## src/rtl/bpr_pkg.sv

```systemverilog
// ---------------------------------------------------------------------------
// bpr_pkg: shared types and constants for budget period rollover
// Status codes, the classified record carried through the queue, and the
// per-stage record carried through the divider pipeline.
// ---------------------------------------------------------------------------
package bpr_pkg;

    localparam int DivSteps = 64;
    localparam int FifoDepth = 2;

    localparam logic [2:0] ST_OK        = 3'd0;
    localparam logic [2:0] ST_ZERO_LEN  = 3'd1;
    localparam logic [2:0] ST_REGRESS   = 3'd2;
    localparam logic [2:0] ST_OVERFLOW  = 3'd3;
    localparam logic [2:0] ST_OVERSPENT = 3'd4;

    typedef struct packed {
        logic [2:0]   err;
        logic [63:0]  diff;
        logic [63:0]  len;
        logic [63:0]  start;
        logic [127:0] limit;
        logic [127:0] spent;
        logic [127:0] base;
        logic [127:0] cap;
        logic         capped;
        logic [127:0] unspent;
        logic         overspent;
    } bpr_item_t;

    typedef struct packed {
        bpr_item_t    item;
        logic [127:0] rq;       // {remainder, dividend/quotient}
        logic [127:0] carry;
        logic [127:0] sum;
        logic         ovf;
    } bpr_stage_t;

    // one restoring division step
    function automatic logic [127:0] bpr_div_step(logic [127:0] rq, logic [63:0] d);
        logic [64:0] r2;
        logic [64:0] rs;
        logic        ge;
        r2 = {rq[127:64], rq[63]};
        ge = (r2 >= {1'b0, d});
        rs = ge ? (r2 - {1'b0, d}) : r2;
        return {rs[63:0], rq[62:0], ge};
    endfunction

endpackage

```

## src/rtl/bpr_front.sv

```systemverilog
// ---------------------------------------------------------------------------
// bpr_front: record classifier
// Flags malformed length and time regression, selects the base limit,
// computes elapsed time and unspent amount, and pushes into the queue.
// ---------------------------------------------------------------------------
module bpr_front (
    input  logic                 in_valid,
    output logic                 in_ready,
    input  logic [63:0]          batch_time,
    input  logic [63:0]          window_start,
    input  logic [63:0]          window_len,
    input  logic [127:0]         limit,
    input  logic [127:0]         spent,
    input  logic [127:0]         base_limit,
    input  logic [127:0]         cap,
    input  logic                 capped_policy,
    output logic                 push_valid,
    input  logic                 push_ready,
    output bpr_pkg::bpr_item_t   push_item
);

    always_comb
    begin
        push_valid = in_valid;
        in_ready   = push_ready;
        if (window_len == 64'd0)
            push_item.err = bpr_pkg::ST_ZERO_LEN;
        else if (batch_time < window_start)
            push_item.err = bpr_pkg::ST_REGRESS;
        else
            push_item.err = bpr_pkg::ST_OK;
        push_item.diff      = batch_time - window_start;
        push_item.len       = window_len;
        push_item.start     = window_start;
        push_item.limit     = limit;
        push_item.spent     = spent;
        push_item.base      = (base_limit == 128'd0) ? limit : base_limit;
        push_item.cap       = cap;
        push_item.capped    = capped_policy;
        push_item.unspent   = limit - spent;
        push_item.overspent = (spent > limit);
    end

endmodule

```

## config.mk

```make
export PLATFORM = sky130hd
export DESIGN_NAME = bpr_front
export DESIGN_NICKNAME = d
export VERILOG_FILES = /design/src/rtl/bpr_pkg.sv /design/src/rtl/bpr_front.sv
export SDC_FILE = /design/constraint.sdc
export NUM_CORES = 1
export LEC_CHECK = 0
export BUFFER_PORTS_ARGS = -buffer_cell sky130_fd_sc_hd__buf_2
export CAP_MARGIN = 20
export CORE_AREA = 3 3 608 610
export DETAILED_ROUTE_END_ITERATION = 6
export DIE_AREA = 0 0 611 613
export SETUP_SLACK_MARGIN = 0.3
export SYNTH_ARGS = -nofsm -noshare
export SYNTH_HDL_FRONTEND = slang
export SYNTH_SLANG_ARGS = --single-unit
```

## constraint.sdc

```tcl
create_clock -name vclk -period 4.9
set_input_delay 0.98 -clock vclk [all_inputs]
set_output_delay 0.98 -clock vclk [all_outputs]
set_load 0.02 [all_outputs]
```

Word-level counts from Yosys, hierarchy flattened
Cells that the tools add are included.

word-level totals
  output and inout port bits = 839
  input port bits = 707
  bits in registers = 0

operators by class
  add/sub/neg operators = 2
  $lt $le $gt $ge = 2
  muxes and demuxes = 3
  reductions and logical operators = 2

operators by type and width
  operator                     number
  128-bit > comparator         1
  128-bit logical NOT          1
  128-bit two-way mux          1
  128-bit subtractor           1
  64-bit logical NOT           1
  64-bit less-than comparator  1
  64-bit subtractor            1
  2-bit two-way mux            2

Depth between registers and ports, before layout
  depth after elaboration = 3
  depth in mapped cells = 14

Worst setup path before layout
Ideal clock, no wire load.

  path kind = input to output
  from = input limit[0]
  to = output push_item[119] (netlist name)
  stages on the path = 14
  data arrival time = 3.993 ns
  slack = -0.073 ns
  path buffers = 0
  data required time = 3.920 ns
  cells stage by stage = inv_1 -> ha_1 -> fa_1 -> and2b_1 -> o31ai_1 -> a211oi_2 -> o211ai_2 -> a2111oi_4 -> o211ai_2 -> a2111oi_4 -> a31oi_1 -> o21ai_2 -> a21oi_2 -> xnor2_1

RTL lines
  item                RTL line         text
  start: declaration  bpr_front.sv:12  input logic [127:0] limit,
  end: declaration    bpr_front.sv:19  output bpr_pkg::bpr_item_t push_item

==> impl_results.html <==
<table>
<tr><th>Metric</th><th>Value</th></tr>
<tr><th colspan="2">STA</th></tr>
<tr><td>Worst Max-Slew Pin Slew</td><td>783 ps</td></tr>
<tr><td>Fmax</td><td>0.175 GHz</td></tr>
<tr><td>Final max-slew violation count</td><td>0</td></tr>
<tr><td>Minimum setup slack in the final design</td><td>-817 ps</td></tr>
<tr><td>Final-report setup violation count</td><td>88</td></tr>
<tr><td>Clock period minus final worst setup slack</td><td>5720 ps</td></tr>
<tr><td>Tightest slew margin relative to the limit</td><td>47.2%</td></tr>
<tr><td>Final hold violation count</td><td>0</td></tr>
<tr><td>Unrepaired setup endpoints after global routing</td><td>yes</td></tr>
<tr><td>Fin crit share</td><td>117%</td></tr>
<tr><th colspan="2">Route</th></tr>
<tr><td>Initial drt markers</td><td>2795</td></tr>
<tr><td>Number of detailed-route iterations in the first pass</td><td>6</td></tr>
<tr><td>Vias/cell</td><td>3.16</td></tr>
<tr><td>DR vias</td><td>29500</td></tr>
<tr><td>Number of remaining DRC errors</td><td>0</td></tr>
<tr><td>Sum of routed wire length over all layers</td><td>308000 um</td></tr>
<tr><td>Wire length per cell</td><td>33.0 um</td></tr>
<tr><td>Final ANT Viol Nets</td><td>0</td></tr>
<tr><th colspan="2">Job</th></tr>
<tr><td>Total of max-cap violations</td><td>0</td></tr>
<tr><th colspan="2">Worst setup path</th></tr>
<tr><td>Maximum fanout encountered on the critical timing path</td><td>5</td></tr>
<tr><td>Setup crit start kind</td><td>input port</td></tr>
<tr><td>Cell mode on critical path</td><td>buf_4</td></tr>
<tr><td>Critical setup path kind</td><td>in2out</td></tr>
<tr><td>Crit path max-delay family</td><td>compound AO/OA/AOI/OAI gates</td></tr>
<tr><td>Highest cell delay on the worst timing path</td><td>550 ps</td></tr>
<tr><td>Endpoint required time on the critical path</td><td>3920 ps</td></tr>
<tr><td>Type of element capturing the critical path</td><td>output port</td></tr>
<tr><td>CP max-delay cell</td><td>a2111oi_4</td></tr>
<tr><td>CP arrival</td><td>4740 ps</td></tr>
<tr><td>Count of buffer and inverter cells on the critical path</td><td>9</td></tr>
<tr><td>Chain of cells forming the critical path</td><td>buf_2 &gt; inv_1 &gt; ha_4 &gt; o21ai_0 &gt; nor2_1 &gt; o31a_1 &gt; o21bai_4 &gt; a211oi_4 &gt; buf_6 &gt; o31ai_4 &gt; buf_6 &gt; a2111oi_4 &gt; buf_4 &gt; o2111ai_4 &gt; buf_12 &gt; buf_4 &gt; o21bai_4 &gt; a21oi_2 &gt; xnor2_2 &gt; buf_4 &gt; buf_12</td></tr>
<tr><th colspan="2">Power</th></tr>
<tr><td>Pwr per Cell Area</td><td>180 nW/um^2</td></tr>
<tr><td>Gate power share</td><td>100.0%</td></tr>
<tr><td>Switching Share</td><td>58.3%</td></tr>
<tr><td>Max VDD drop</td><td>0.000126 V</td></tr>
<tr><td>Power Internal</td><td>0.00315 W</td></tr>
<tr><td>Leakage power summed over all cells</td><td>19.4 nW</td></tr>
<tr><td>Power share of the clock group</td><td>0%</td></tr>
<tr><td>P_sw</td><td>0.00441 W</td></tr>
<tr><td>Sequential fraction of design power</td><td>0%</td></tr>
<tr><td>Final Power</td><td>0.00756 W</td></tr>
<tr><th colspan="2">Floorplan</th></tr>
<tr><td>Horiz. Die Dim</td><td>611 um</td></tr>
<tr><td>I/O pin count</td><td>1546</td></tr>
<tr><td>Core Footprint</td><td>365000 um^2</td></tr>
<tr><td>Die Outline Area</td><td>375000 um^2</td></tr>
<tr><td>Height of the die</td><td>613 um</td></tr>
<tr><td>Starting Density</td><td>4.95%</td></tr>
<tr><td>Total number of placement rows</td><td>222</td></tr>
<tr><th colspan="2">Global route</th></tr>
<tr><td>GR Util met2</td><td>25.5%</td></tr>
<tr><td>Remaining global-route overflow</td><td>0</td></tr>
<tr><td>Met1 track utilization from global routing</td><td>17.1%</td></tr>
<tr><td>First-pass GRT wire length</td><td>359000 um</td></tr>
<tr><td>Global routing met3 resource utilization</td><td>6.68%</td></tr>
<tr><td>Number of antenna violations at the first check in global routing</td><td>174</td></tr>
<tr><td>Via count of the first global-routing pass</td><td>27600</td></tr>
<tr><td>Grt peak-use layer</td><td>met2</td></tr>
<tr><td>Total global-route track usage</td><td>15.3%</td></tr>
<tr><td>Pin count of the biggest net entering global routing</td><td>52</td></tr>
<tr><th colspan="2">Worst hold path</th></tr>
<tr><td>Hold Path Depth</td><td>0</td></tr>
<tr><td>Startpoint of the lowest-slack hold path</td><td>cap[37]</td></tr>
<tr><td>Sink of the worst hold path</td><td>push_item[167]</td></tr>
<tr><td>Hold Crit Class</td><td>in2out</td></tr>
<tr><th colspan="2">Placed design</th></tr>
<tr><td>Total placed instance area</td><td>35800 um^2</td></tr>
<tr><td>Buffers added on ports</td><td>1283</td></tr>
<tr><td>Final estimated routing congestion in global placement</td><td>1.04</td></tr>
<tr><td>Minimum setup slack after placement</td><td>-1720 ps</td></tr>
<tr><td>Detailed Place HPWL</td><td>289000 um</td></tr>
<tr><td>Total placed cells including tap cells</td><td>9144</td></tr>
<tr><th colspan="2">Cells and area</th></tr>
<tr><td>Most common cell after layout, fill and taps aside</td><td>buf_2</td></tr>
<tr><td>Area Overhead vs Synth</td><td>132%</td></tr>
<tr><td>Count of filler cells inserted in the layout</td><td>42500</td></tr>
<tr><td>Clock buffer instance count of the final layout</td><td>0</td></tr>
<tr><td>Commonest cells after routing, fill and taps aside</td><td>1005 x buf_2, 929 x buf_4, 232 x a21o_1</td></tr>
<tr><td>Number of standard cells in the final layout excluding fillers</td><td>9354</td></tr>
<tr><td>Number of flip-flops and latches</td><td>0</td></tr>
<tr><td>Final Instance Area</td><td>41900 um^2</td></tr>
<tr><td>Register area</td><td>0 um^2</td></tr>
<tr><td>Nets</td><td>5348</td></tr>
<tr><td>Fraction of layout cells with a size suffix above 1</td><td>62.7%</td></tr>
<tr><th colspan="2">Yosys</th></tr>
<tr><td>Leading post-synthesis cells by cell area</td><td>buf_4 22%, ha_1 13%, a21o_1 9.8%</td></tr>
<tr><td>Synth Warn #</td><td>0</td></tr>
<tr><td>Cell type with the highest aggregate area in the netlist</td><td>buf_4</td></tr>
<tr><td>Number of distinct standard cells referenced by the synthesized netlist</td><td>74</td></tr>
<tr><td>Synthesized area divided by synthesized cell count</td><td>6.56 um^2</td></tr>
<tr><td>Nets in the synthesized netlist</td><td>3651</td></tr>
<tr><td>Sequential-to-total area share from yosys stat</td><td>0%</td></tr>
<tr><td>Fraction of post-synthesis cell area in the top cell type by area</td><td>21.5%</td></tr>
<tr><td>Area of the mapped netlist</td><td>18000 um^2</td></tr>
<tr><td>Post-synthesis cell count</td><td>2750</td></tr>
<tr><th colspan="2">Clock tree</th></tr>
<tr><td>Quantity of hold-fixing buffers added after cts</td><td>0</td></tr>
<tr><th colspan="2">Outcome</th></tr>
<tr><td>Failing checks</td><td>setup timing</td></tr>
<tr><td>Run status</td><td>complete, but fails checks</td></tr>
</table>
[Yosys cell counts, drive strengths merged (5+ instances only)]
cell and count:
buf 521, a21boi 12, nor3 37, nand2 180, nand3 30, or2 8, or3 13, o21ai 152
xor2 63, ha 192, a221oi 9, nor4 62, nor2 133, o21bai 64, xnor2 118, nand4 84
and4 6, and2 10, nand2b 19, a21o 236, a2111oi 5, o21a 30, nor2b 15, inv 260
clkbuf 88, o211ai 13, a21oi 278, a31oi 19, and3 12, o31ai 10, a211oi 11
[timing repair]
item                       CTS  global route
resized for setup          469           519
cloned                       0             8
pin swaps                  118           239
setup endpoints to repair  273           266
setup buffers               34            75
[cells by family (layout without fill, tap and decap cells)]
family / Yosys count / count (layout) / share of synthesized area [%]
AO/OA/AOI/OAI: 886 / 886 / 32.0
XOR/XNOR: 181 / 181 / 8.78
adder cells (fa/ha/maj): 194 / 194 / 13.5
buffers and inverters: 869 / 2564 / 28.9
other: 1 / 94 / 0.0208
AND/OR/NAND/NOR: 619 / 619 / 16.8
[cell type report]
type	instances	area, um^2	area share, %
antenna	93	233	0.555
timing repair buffer	2304	18000	43.0
tap	4816	6030	14.4
inverter	260	1040	2.48
multi-input combinational	1881	16600	39.6
[power groups by stage]
| stage | registers [W] | clock network [W] | logic [W] |
|---|---|---|---|
| 5_1_grt | 0 | 0.00000000206 | 0.00787 |
| 3_3_place_gp | 0 | 0 | 0.00668 |
| 6_report | 0 | 0.00000000246 | 0.00756 |
| 2_1_floorplan | 0 | 0 | 0.00263 |
| 3_5_place_dp | 0 | 0 | 0.00664 |
| 4_1_cts | 0 | 0 | 0.00715 |
[through the flow]
step	hold WS (ps)	util, %	TNS, ps
2_1_floorplan	2070	-	0
3_3_place_gp	1960	9.82	-110360
3_5_place_dp	1960	9.82	-103820
4_1_cts	1960	10.5	-36790
5_1_grt	1960	11.5	-47020
6_report	1960	11.5	-36260
[worst max path at each step]
stage / cells after the start / end / from / slack, ps
final: 21 / push_item[114] / spent[5] / -820
after global routing: 19 / push_item[119] / spent[0] / -960
after CTS: 18 / push_item[119] / spent[0] / -990
after detailed placement: 18 / push_item[122] / spent[8] / -1720
after global placement: 18 / push_item[122] / spent[8] / -1810
after floorplan: 14 / push_item[119] / limit[0] / 150
[per-layer routing]
metal,share of wire [%],vias to the layer above
li1,-,12600
met1,37,14400
met2,47,1930
met3,12,511
met4,5.1,38
met5,0.088,-
Note: power is estimated with default switching activity, not from simulation.
