### config.mk
export PLATFORM = sky130hd
export DESIGN_NAME = bpr_fifo
export DESIGN_NICKNAME = d
export VERILOG_FILES = /design/src/rtl/bpr_pkg.sv /design/src/rtl/bpr_fifo.sv
export SDC_FILE = /design/constraint.sdc
export NUM_CORES = 1
export LEC_CHECK = 0
export CORE_AREA = 3 3 648 650
export DETAILED_ROUTE_END_ITERATION = 10
export DIE_AREA = 0 0 651 653
export DONT_BUFFER_PORTS = 1
export PLACE_DENSITY = 0.39
export SLEW_MARGIN = 20
export SYNTH_ARGS = -nofsm -noshare
export SYNTH_HDL_FRONTEND = slang
export SYNTH_SLANG_ARGS = --single-unit
### constraint.sdc
create_clock -name clk -period 49.8 [get_ports clk]
set_input_delay 9.96 -clock clk [delete_from_list [all_inputs] [get_ports clk]]
set_output_delay 9.96 -clock clk [all_outputs]
set_load 0.01 [all_outputs]
### src/rtl/bpr_pkg.sv
// ---------------------------------------------------------------------------
// bpr_pkg: shared types and constants for budget period rollover
// Status codes, the classified record carried through the queue, and the
// per-stage record carried through the divider pipeline.
// ---------------------------------------------------------------------------
package bpr_pkg;

    localparam int DivSteps = 64;
    localparam int FifoDepth = 2;

    localparam logic [2:0] ST_OK        = 3'd0;
    localparam logic [2:0] ST_ZERO_LEN  = 3'd1;
    localparam logic [2:0] ST_REGRESS   = 3'd2;
    localparam logic [2:0] ST_OVERFLOW  = 3'd3;
    localparam logic [2:0] ST_OVERSPENT = 3'd4;

    typedef struct packed {
        logic [2:0]   err;
        logic [63:0]  diff;
        logic [63:0]  len;
        logic [63:0]  start;
        logic [127:0] limit;
        logic [127:0] spent;
        logic [127:0] base;
        logic [127:0] cap;
        logic         capped;
        logic [127:0] unspent;
        logic         overspent;
    } bpr_item_t;

    typedef struct packed {
        bpr_item_t    item;
        logic [127:0] rq;       // {remainder, dividend/quotient}
        logic [127:0] carry;
        logic [127:0] sum;
        logic         ovf;
    } bpr_stage_t;

    // one restoring division step
    function automatic logic [127:0] bpr_div_step(logic [127:0] rq, logic [63:0] d);
        logic [64:0] r2;
        logic [64:0] rs;
        logic        ge;
        r2 = {rq[127:64], rq[63]};
        ge = (r2 >= {1'b0, d});
        rs = ge ? (r2 - {1'b0, d}) : r2;
        return {rs[63:0], rq[62:0], ge};
    endfunction

endpackage

### src/rtl/bpr_fifo.sv
// ---------------------------------------------------------------------------
// bpr_fifo: short queue between classifier and divider back end
// Two entries; lets the front keep accepting while the back stalls.
// ---------------------------------------------------------------------------
module bpr_fifo (
    input  logic                 clk,
    input  logic                 rst_n,
    input  logic                 push_valid,
    output logic                 push_ready,
    input  bpr_pkg::bpr_item_t   push_item,
    output logic                 pop_valid,
    input  logic                 pop_ready,
    output bpr_pkg::bpr_item_t   pop_item
);

    localparam int PtrW = $clog2(bpr_pkg::FifoDepth);

    bpr_pkg::bpr_item_t mem_reg [bpr_pkg::FifoDepth];
    logic [PtrW-1:0] wr_ptr_reg, rd_ptr_reg;
    logic [PtrW:0]   count_reg, count_next;
    logic            do_push, do_pop;

    assign push_ready = (count_reg != PtrW'(0) + (PtrW+1)'(bpr_pkg::FifoDepth));
    assign pop_valid  = (count_reg != '0);
    assign pop_item   = mem_reg[rd_ptr_reg];
    assign do_push    = push_valid && push_ready;
    assign do_pop     = pop_valid && pop_ready;

    always_comb
    begin
        count_next = count_reg;
        if (do_push && !do_pop)
            count_next = count_reg + 1'b1;
        else if (!do_push && do_pop)
            count_next = count_reg - 1'b1;
    end

    always_ff @(posedge clk or negedge rst_n)
    begin
        if (!rst_n)
        begin
            wr_ptr_reg <= '0;
            rd_ptr_reg <= '0;
            count_reg  <= '0;
        end
        else
        begin
            count_reg <= count_next;
            if (do_push)
                wr_ptr_reg <= wr_ptr_reg + 1'b1;
            if (do_pop)
                rd_ptr_reg <= rd_ptr_reg + 1'b1;
        end
    end

    always_ff @(posedge clk)
    begin
        if (do_push)
            mem_reg[wr_ptr_reg] <= push_item;
    end

    a_count_bound: assert property (@(posedge clk) disable iff (!rst_n)
        count_reg <= (PtrW+1)'(bpr_pkg::FifoDepth))
        else $error("queue count beyond depth");
    a_full_no_push: assert property (@(posedge clk) disable iff (!rst_n)
        (!push_ready && !do_pop) |=> (count_reg == $past(count_reg)))
        else $error("queue count moved while full");
    a_empty_no_pop: assert property (@(posedge clk) disable iff (!rst_n)
        (count_reg == '0) |-> !do_pop)
        else $error("pop from empty queue");

endmodule

# Word-level counts from Yosys, hierarchy flattened
# Memory sizes are Yosys's and may differ from the RTL's.
# Cells that the tools add are included.
[totals]
output_inout_bits = 839
in_bits = 841
ram_bits = 1674
regBits = 4
elab_cells = 21
memories = 1
[classes]
mux = 4
add_sub_neg = 4
reduce_logical = 8
eq_ne = 1
[memory_table]
columns = ["memory", "words", "width", "read_ports", "rd_clocked_by_memory_dff", "write_ports", "line", "text"]
rows = [
  ["mem_reg", 2, 837, 1, 0, 1, "bpr_fifo.sv:18", "bpr_pkg::bpr_item_t mem_reg [bpr_pkg::FifoDepth];"],
]
[ops]
columns = ["op", "count"]
rows = [
  ["logical AND 1 bit", 4],
  ["2-to-1 mux 2 bit", 2],
  ["nonzero test 2 bit", 2],
  ["adder 1 bit, second input constant", 2],
  ["adder 2 x 1 -> 2 bit, second input constant", 1],
  ["logical NOT 1 bit", 2],
  ["2-to-1 mux 1 bit", 2],
  ["inequality test 2 bit, second input constant", 1],
  ["subtractor 2 x 1 -> 2 bit, second input constant", 1],
]

# Longest topological paths before layout
# Gate-level depths: netlist of run 1.
[logic_depth]
depth_word = 6
depth_mapped = 7
ltp_nobuf = 7

# Worst setup path before layout of run 1
# OpenSTA, ideal clock, no wires.
[synth_timing]
path_type = "input-to-reg"
start = "input push_valid"
end = "memory mem_reg[0][0] (netlist bit) (enable)"
path_buffers = 0
setup_time_ps = 2061
stages = 2
path_slack_ps = 3094
arrival_time_ps = 44644
required_time_ps = 47739
path_cell_list = "nand2_1 nor2_1"
[synth_between]
elab_chain_len = 3
[synth_rtl]
columns = ["item", "line", "text"]
rows = [
  ["start, declared", "bpr_fifo.sv:8", "input logic push_valid,"],
  ["logical AND 1 bit", "bpr_fifo.sv:26", "assign do_push = push_valid && push_ready;"],
  ["2-to-1 mux 1 bit", "bpr_fifo.sv:58", "if (do_push)"],
  ["2-to-1 mux 1 bit (implied by the code)", "bpr_fifo.sv:59", "mem_reg[wr_ptr_reg] <= push_item;"],
  ["end, declared", "bpr_fifo.sv:18", ""],
]
# No other way between the ends.

# Final worst setup path of run 1
[layout_timing]
start = "input push_valid"
end = "memory mem_reg[1][579] (netlist bit) (enable)"
# Same word-level chain as after synthesis.

==> results of run 1 <==
## path summary, 6_finish.rpt
check | end | start
max | mem_reg[1][579] | push_valid
min | count_reg[1] | count_reg[1]
max reg2reg | mem_reg[1][579] | count_reg[0]
min reg2reg | count_reg[1] | count_reg[1]
max in group asynchronous | rd_ptr_reg | rst_n
min in group asynchronous | wr_ptr_reg | rst_n
## cell families after synthesis
family | Yosys count | synth area share (%)
adders and majority gates | 1 | 0.0205
DFF | 1678 | 82.7
muxes | 837 | 15.5
xor gates and xnor gates | 5 | 0.0719
buffers and inverters | 94 | 1.71
and+or+nand+nor | 7 | 0.0555
## metal layers
| layer | share of wire (%) | vias up | wire, um |
|---|---|---|---|
| li1 | - | 11000 | - |
| met1 | 30 | 14200 | 82700 |
| met2 | 50 | 1581 | 137000 |
| met3 | 17 | 551 | 47400 |
| met4 | 2.5 | 228 | 6980 |
| met5 | 0.55 | - | 1530 |
## power breakdown
part           switching, mW  internal (mW)  total [mW]
sequential            0.0615           1.93        1.99
combinational          0.945          0.366        1.31
clock                  0.607          0.844        1.45
## cell usage in the layout (no fill, tap or decap)
master      synthesis  final
dfrtp_4             0      1
buf_4               0     32
buf_12              0      6
clkinv_4            0      8
mux2_1              1      1
ha_1                1      1
xor2_1              2      2
or2_2               1      1
dfrtp_1             4      3
diode_2             0     91
clkinv_2            0     31
edfxtp_1         1674   1674
nand2_1             2      2
nor2_4              0      1
nor2_1              2      1
clkinv_16           0      5
inv_8               0      3
xnor2_1             3      3
clkbuf_1            0     39
bufinv_16           0     21
buf_6              92      2
inv_6               0      5
clkinvlp_4          0      8
inv_1               1      1
clkinv_1            0     34
clkbuf_16           0    198
buf_16              0      1
mux2_2            836    836
inv_16              0      2
and3_4              0      1
clkinv_8            0      2
nand2b_1            1      1
## cell type report
| cell class | count | share of cell area [%] |
|---|---|---|
| diodes | 91 | 0.308 |
| well taps | 5474 | 9.28 |
| clock buffers | 237 | 6.91 |
| multi-input cells | 850 | 12.9 |
| repair buffers | 41 | 0.556 |
| inverters | 1 | 0.00508 |
| clock inverters | 119 | 1.82 |
| flip-flops and latches | 1678 | 68.2 |
==> run metrics, run 1 <==
cell area after synthesis 0.0609 mm2; M1 GR Usage approximately 11%; initial antenna violation count approximately 250; critical path's top delay family buffers and inverters; Pre-Repair DR Iteration Count 5; CORE AREA slightly above 0.4 mm2; Critical Path Stages 7; top area cells in the synthesized netlist edfxtp_1 (83%), mux2_2 (15%), buf_6 (1.7%); syn_area_per_cell between 20 and 25 um2; crit end category register; final setup fails 0; met2 usage between 20% and 30%; Max stage delay on crit path 0.78 ns; Leakage about 22 nW; Syn Nets between 3000 and 4000; die area approximately 0.43 mm2; Crit path top cell by count buf_4; max reg flops around 1700; final non-filler cell total 8491; Routed WL ~280000 um; overall die width 651 um; Rows 236; MaxCap Viol Count 0; effective utilization at floorplan about 15%; post-placement cell count roughly 8000; max-slew headroom at the worst pin about a third; drt first-iter violations about 2600; vias in the first global route 26900; share of layout cells above drive strength 1 between 30% and 40%; post-route cell area 0.0738 mm2; routed vias about 28000; Hold Path Stages 1; Port Buffers 0; most numerous cell in the Yosys netlist edfxtp_1; EDFF count, synth approximately 1700; clock sinks between 1500 and 2000; setup bufs post-CTS 0; Synth cell types 15; first-pass GRT wire length ~330000 um; Max Fclk about 0.069 GHz; Synth async-reset ratio less than 1%; vias per std cell around 3.2; WL/cell 32.5 um; Tcrit/Tclk final around 29%; worst setup margin 35.25 ns; top cells by count, synth edfxtp_1 (1674), mux2_2 (836), buf_6 (92), dfrtp_1 (4), xnor2_1 (3); sequential share of the synthesized area just over 80%; multi-input logic area around 0.0095 mm2; final RePlAce weighted congestion around 0.87; M3 GR Usage slightly below 10%; status complete, no violations; CTS H-tree lvls 4; Bufs on Longest Clock Path 4; Area Overhead vs Synth 21.2%; Placed Area about 0.067 mm2; CP max FO 64; Total Routing Usage GR between 10% and 20%; I/O pin cnt about 1700; Syn. warnings 0; Layout Skew a little over 0.05 ns; Reg2Reg Setup Slack between 40 and 50 ns; critical path's slowest cell buf_4; sequential cell area about 0.050 mm2; Final Total Pwr 4.76 mW; worst hold path class register to register; CTS tree built; Critical Path, Cell by Cell and3_4 > buf_4 > buf_4 > buf_4 > buf_4 > buf_4 > buf_4; setup slack at placement about 34 ns; crit path buf inv count 6; pwr/cell area 64.4 mW/mm2; Final Critical Period roughly 15 ns; dominant synthesized flop cell edfxtp_1; Resize count post-CTS 0; RSZ-0062 raised after global routing false; FF+latch count, synth around 1700; area leader, netlist edfxtp_1; Filler cells between 40000 and 50000; post-layout net count 3611; setup TNS 0 ns; post-synthesis instance total roughly 2600; worst hold slack ~0.5 ns; R2R depth 8; Worst VDD drop a little over 0.03 mV; kind of critical path primary input to register; Core Util, Final between 15 and 20%; gr busiest metal met2; Synth top area share approximately 83%; endpoints failing hold 0; largest net degree at the start of global routing between 100 and 150; max-slew violation count 0; Root Driver clkbuf_16; clk_lat worst skew about 0.87 ns; grt total ovfl 0; Worst Path Required a little over 50 ns; Worst setup SP type primary input; Residual DRC 0; worst slew pin tran about 1.0 ns; CTS Buf Count 197; hpwl dp about 220000 um; hold_buf cts 0; Die Ht 653 um; CTS clk-pin slew, worst paths around 0.060 ns; post-route ant nets 0; Worst EP arrival approximately 15 ns
Note: power is estimated with default switching activity, not from simulation.
==> run 2, diff against run 1 <==
==> constraint.sdc (replaced) <==
create_clock -name clk -period 13.6 [get_ports clk]
set_input_delay 2.72 -clock clk [delete_from_list [all_inputs] [get_ports clk]]
set_output_delay 2.72 -clock clk [all_outputs]
set_load 0.01 [all_outputs]
==> run metrics, run 2 (same netlist as run 1, synthesis figures left out) <==
final setup fails 0 (unchanged); multi-input logic area 0.00954 mm2 (+0.17%); pwr/cell area 238 mW/mm2 (+270%); vias per std cell 3.29 (+1.4%); initial antenna violation count 258 (+2.0%); Max stage delay on crit path 0.79 ns (about the same); RSZ-0062 raised after global routing false; Leakage 22.4 nW (+0.48%); kind of critical path register to output pin; Worst Path Required 10.88 ns (-39.39 ns); CTS H-tree lvls 4 (unchanged); Top Metal Used met5; Logic pwr share 26.9% (-0.7 points); post-route cell area 0.0742 mm2 (+0.46%); clock sinks 1678 (unchanged); worst slew pin tran 1.16 ns (+0.140 ns); hpwl dp 236000 um (+6.0%); largest net degree at the start of global routing 140 (+20%); Total Routing Usage GR 13.0% (+0.65 points); max reg flops 1674 (unchanged); wl on met1 87200 um (+5.5%); Crit path top cell by count buf_4; Core Util, Final 17.9% (+0.082 points); vias in the first global route 27500 (+2.4%); first-pass GRT wire length 349000 um (+4.7%); effective utilization at floorplan 14.7% (unchanged); most frequent cells in the layout edfxtp_1 (1674), mux2_2 (836), clkbuf_16 (205), clkbuf_1 (35), clkinv_1 (34); Final Critical Period about 6.9 ns; worst hold path class register to register; MaxCap Viol Count 0 (unchanged); Resize count post-CTS 0 (unchanged); Max Fclk 0.144 GHz; Worst EP arrival 4.21 ns (-10.81 ns); CTS clk-pin slew, worst paths 0.06 ns (about the same); CP max FO 107 (+67%); Clock Power Share 31.2% (+0.7 points); NetSw 6.01 mW (+270%); Area Overhead vs Synth 21.7%; grt total ovfl 0 (unchanged); critical path's slowest cell dfrtp_4; Routed WL 290000 um (+5.1%); switching share of total power 34.0% (+0.10 points); Layout Skew 0.0677 ns (+0.0161 ns); Placed Area 0.0672 mm2 (about the same); Worst VDD drop 0.162 mV (+420%); final RePlAce weighted congestion 0.926 (+6.0%); met3 WL 44400 um (-6.2%); overall die width 651 um (unchanged); Pre-Repair DR Iteration Count 5 (unchanged); post-route ant nets 0 (unchanged); routed vias 28000 (+1.6%); critical path's top delay family buffers and inverters; Tcrit/Tclk final between 50 and 60%; max-slew headroom at the worst pin 22.5% (-9.4 points); die area 0.425 mm2 (unchanged); drt first-iter violations 2577 (-2.4%); CTS tree built; crit path buf inv count 3 (-3); Root Driver clkbuf_16; status complete, no violations; metal2 WL 146000 um (+6.9%); post-layout net count 3617 (+0.17%); share of layout cells above drive strength 1 40.1% (+0.33 points); Rows 236 (unchanged); Bufs on Longest Clock Path 4 (unchanged); WL/cell 34.1 um (+4.9%); CTS Buf Count 204 (+3.6%); max-slew violation count 0 (unchanged); worst setup margin 6.67 ns (-28.58 ns); final non-filler cell total 8509 (+0.21%); Filler cells 43900 (-0.25%); clk_lat worst skew 0.93 ns (+0.06 ns); post-placement cell count 8043 (-0.012%); Die Ht 653 um (unchanged); I/O pin cnt 1680 (unchanged); Residual DRC 0 (unchanged); Critical Path, Cell by Cell buf_4 > buf_12 > buf_4 > mux2_2; Seq pwr share 41.8% (about the same); sequential cell area 0.0504 mm2 (unchanged); CORE AREA 0.414 mm2 (unchanged); setup bufs post-CTS 0 (unchanged); Worst setup SP type register; setup slack at placement 7.52 ns (-26.60 ns); internal power 11.7 mW (+270%); Port Buffers 0 (unchanged); leading cell type in the layout, fill and taps excluded edfxtp_1; endpoints failing hold 0 (unchanged); crit end category output pin; hold_buf cts 0 (unchanged)
run 2: cell count changes in the layout (fill, tap and decap cells not counted), sizes merged:
cell / before / now
clkinv: 80 / 67
diode: 91 / 101
clkinvlp: 8 / 16
inv: 11 / 19
clkbuf: 237 / 241
bufinv: 21 / 23
buf: 41 / 40
run 2: path summary, 6_finish.rpt:
kind | from | end | slack [ns] | cells past startpoint
setup / recovery | rd_ptr_reg | pop_item[195] | 6.67 | 4
hold / removal | count_reg[1] | count_reg[1] | 0.49 | 1
setup reg to reg | count_reg[0] | mem_reg[1][195] | 9.61 | 5
hold reg to reg | count_reg[1] | count_reg[1] | 0.49 | 1
max in group asynchronous | rst_n | rd_ptr_reg | 11.97 | 0
min in group asynchronous | rst_n | wr_ptr_reg | 1.54 | 0
run 2: cell type report:
class | count | area share, %
Sequential cell | 1678 | 67.9
Multi-Input combinational cell | 850 | 12.9
Tap cell | 5474 | 9.23
Clock buffer | 241 | 7.11
Clock inverter | 124 | 1.97
Timing Repair Buffer | 40 | 0.562
Antenna cell | 101 | 0.341
Inverter | 1 | 0.00506
run 2: worst reg2reg max path: cells and delay by family (launching register included):
kind	cells	cell delay [ns]
flip-flops	1	0.40
AND/OR/NAND/NOR	2	1.08
buffers and inverters	3	1.83
run 2: through the flow:
step	setup TNS [ns]	power [mW]	hold WS, ns
3_3_place_gp	0	12.5	0.490
5_1_grt	0	18.4	0.522
6_report	0	17.7	0.491
3_5_place_dp	0	12.5	0.487
2_1_floorplan	-1629.39	11.1	0.456
4_1_cts	0	18.2	0.497
run 2: per-layer routing:
metal / GRT usage, % / vias up
met5: 0 / -
met4: 4.54 / 186
met3: 9.26 / 657
met2: 22.8 / 1653
met1: 11.5 / 14500
li1: - / 11000
run 2: power by group through the flow:
| stage | registers [mW] | logic (mW) | clock network, mW |
|---|---|---|---|
| floorplan | 7.93 | 3.17 | 0 |
| global placement | 7.52 | 5.00 | 0 |
| detailed placement | 7.51 | 5.01 | 0 |
| CTS | 7.41 | 5.03 | 5.72 |
| global route | 7.48 | 5.05 | 5.91 |
| finish | 7.39 | 4.76 | 5.52 |
==> run 3, diff against run 2 <==
--- a/config.mk
+++ b/config.mk
@@ -5,11 +5,12 @@
 export SDC_FILE = /design/constraint.sdc
 export NUM_CORES = 1
 export LEC_CHECK = 0
-export CORE_AREA = 3 3 648 650
+export ABC_AREA = 1
+export CORE_AREA = 3 3 649 651
 export DETAILED_ROUTE_END_ITERATION = 10
-export DIE_AREA = 0 0 651 653
+export DIE_AREA = 0 0 652 654
 export DONT_BUFFER_PORTS = 1
-export PLACE_DENSITY = 0.39
+export PLACE_DENSITY = 0.4
 export SLEW_MARGIN = 20
 export SYNTH_ARGS = -nofsm -noshare
 export SYNTH_HDL_FRONTEND = slang
==> constraint.sdc (replaced) <==
create_clock -name clk -period 5.6 [get_ports clk]
set_input_delay 1.12 -clock clk [delete_from_list [all_inputs] [get_ports clk]]
set_output_delay 1.12 -clock clk [all_outputs]
set_load 0.01 [all_outputs]
==> run metrics, run 3 <==
status complete, no violations; vias in the first global route 33300 (+21%); kind of critical path register to output pin; Final Total Pwr 43.6 mW (+150%); setup TNS 0 ns (unchanged); Routed WL 326000 um (+12%); effective utilization at floorplan 14.7% (-0.051 points); Layout Skew 0.0604 ns (-0.00727 ns); final RePlAce weighted congestion 0.950 (+2.6%); Clock Power Share 28.9% (-2.3 points); post-route cell area 0.0746 mm2 (+0.57%); FF+latch count, synth 1678 (unchanged); max reg flops 1674 (unchanged); Tcrit/Tclk final approximately 80%; post-synthesis instance total 4399 (+68%); hpwl dp 264000 um (+12%); MaxCap Viol Count 0 (unchanged); most frequent cells in the layout nand2_1 (2520), edfxtp_1 (1674), clkbuf_16 (202), buf_4 (53), clkinv_1 (44); die area 0.426 mm2 (+0.31%); vias per std cell 3.51 (+6.8%); Rows 237 (+0.42%); initial antenna violation count 349 (+35%); internal power 26.3 mW (+130%); CTS H-tree lvls 4 (unchanged); Die Ht 654 um (+0.15%); Seq pwr share 41.1% (-0.7 points); Final Critical Period 4.51 ns; CTS Buf Count 200 (-2.0%); largest net degree at the start of global routing 141 (+0.71%); clock sinks 1678 (unchanged); EDFF count, synth 1674 (unchanged); Synth Area in XOR/XNOR 0.0287% (-0.043 points); Root Driver clkbuf_16; crit end category output pin; CORE AREA 0.416 mm2 (+0.57%); final setup fails 0 (unchanged); Area Overhead vs Synth 22.2%; CTS tree built; Logic pwr share 30.0% (+3.1 points); Synth async-reset ratio 0.238% (unchanged); Total Routing Usage GR 14.5% (+1.5 points); Residual DRC 0 (unchanged); Filler cells 45100 (+2.7%); Post-Synth Adder-Cell Area 0.0205% (-0.000045 points); post-layout net count 5345 (+48%); worst hold path class primary input to register; syn_area_per_cell 13.9 um2 (-40%); Core Util, Final 17.9% (about the same); post-route ant nets 0 (unchanged); clk_lat worst skew 0.88 ns (-0.05 ns); largest family of logic cells by synthesized area simple AND/OR/NAND/NOR gates; cell area after synthesis 0.0611 mm2 (+0.22%); setup slack at placement 1.84 ns (-5.67 ns); Syn. warnings 0 (unchanged); CTS clk-pin slew, worst paths 0.06 ns (about the same); Port Buffers 0 (unchanged); Worst Path Required 4.48 ns (-6.40 ns); pwr/cell area 584 mW/mm2 (+150%); Worst EP arrival 3.39 ns (-0.82 ns); worst hold slack 0.301 ns (-0.190 ns); final non-filler cell total 10300 (+21%); Syn Nets 5241 (+51%); top cells by count, synth nand2_1 (2521), edfxtp_1 (1674), buf_2 (93), buf_4 (91), inv_1 (6); overall die width 652 um (+0.15%); worst setup margin 1.09 ns (-5.58 ns); Synth Area in Simple Gates 15.5% (+15 points); max-slew violation count 0 (unchanged); compound-gate portion of the synthesized area 0% (unchanged); mux contribution to synthesized area 0% (-15 points); Placed Area 0.0679 mm2 (+1.0%); worst slew pin tran 0.993 ns (-0.169 ns); area leader, netlist edfxtp_1; leading cell type in the layout, fill and taps excluded nand2_1; Worst setup SP type register; Leakage 26.6 nW (+19%); share of layout cells above drive strength 1 7.96% (-32 points); setup bufs post-CTS 0 (unchanged); NetSw 17.3 mW (+190%); routed vias 36300 (+30%); Bufs on Longest Clock Path 4 (unchanged); CP max FO 75 (-30%); max-slew headroom at the worst pin 33.8% (+11 points); top area cells in the synthesized netlist edfxtp_1 (82%), nand2_1 (15%), buf_4 (1.1%); first-pass GRT wire length 396000 um (+13%); Synth cell types 14 (-1); Synth top area share 82.3% (-0.18 points); I/O pin cnt 1680 (unchanged); Resize count post-CTS 0 (unchanged); most numerous cell in the Yosys netlist nand2_1; Worst VDD drop 0.399 mV (+150%); Max Fclk between 0.2 and 0.25 GHz; drt first-iter violations 3800 (+47%); WL/cell 31.5 um (-7.4%); RSZ-0062 raised after global routing false; post-placement cell count 9797 (+22%); dominant synthesized flop cell edfxtp_1; grt total ovfl 0 (unchanged); sequential share of the synthesized area 82.5% (-0.18 points); Pre-Repair DR Iteration Count 6 (+1); endpoints failing hold 0 (unchanged); switching share of total power 39.7% (+5.7 points)
==> run 3: final timing paths <==
check	start	endpoint	slack [ns]	cells past startpoint
worst max-delay path	rd_ptr_reg	pop_item[117]	1.09	4
worst min-delay path	push_item[229]	mem_reg[1][229]	0.30	0
worst max register to register	count_reg[0]	mem_reg[1][500]	2.46	5
worst min register to register	count_reg[1]	count_reg[1]	0.52	2
max in group asynchronous	rst_n	rd_ptr_reg	4.71	1
min in group asynchronous	rst_n	wr_ptr_reg	0.59	1
==> run 3: logic make-up (layout without fill, tap and decap cells) <==
group,Yosys count,count (layout)
XOR/XNOR,2,2
other,0,175
buffers and inverters,192,451
adder cells (fa/ha/maj),1,1
AND/OR/NAND/NOR,2526,2526
flip-flops,1678,1678
==> run 3: worst max-delay path: stages, from the launching register on <==
cell	delay, ns
dfrtp_4	0.65
inv_8	0.60
buf_4	0.57
nand2_1	0.18
nand2_1	0.31
==> run 3: timing repair <==
| action | 4_1_cts | 5_1_grt |
|---|---|---|
| endpoints found under the setup margin | 0 | 0 |
| hold endpoints to repair | 4 | 0 |
| hold buffers | 1 | 0 |
==> run 3: area by class of cell <==
class	instances	area, um2	area share (%)
Antenna cell	175	438	0.587
Clock buffer	235	5180	6.94
Clock inverter	122	1080	1.44
Inverter	7	33.8	0.0453
Multi-Input combinational cell	2529	9550	12.8
Sequential cell	1678	50400	67.5
Tap cell	5497	6880	9.22
Timing Repair Buffer	87	1070	1.43
==> run 3: per-layer routing <==
layer | GRT usage, % | wire length (um)
met5 | 0 | 1950
met4 | 4.48 | 13000
met3 | 11.0 | 55100
met2 | 24.7 | 156000
met1 | 13.4 | 100000
==> run 3: power by group through the flow <==
stage / clock (mW) / combinational [mW] / sequential (mW)
after floorplan: 0 / 7.29 / 18.7
after global placement: 0 / 13.5 / 18.1
after detailed placement: 0 / 13.6 / 18.2
after CTS: 13.0 / 13.6 / 17.9
after global routing: 13.5 / 14.0 / 18.1
final: 12.6 / 13.1 / 17.9
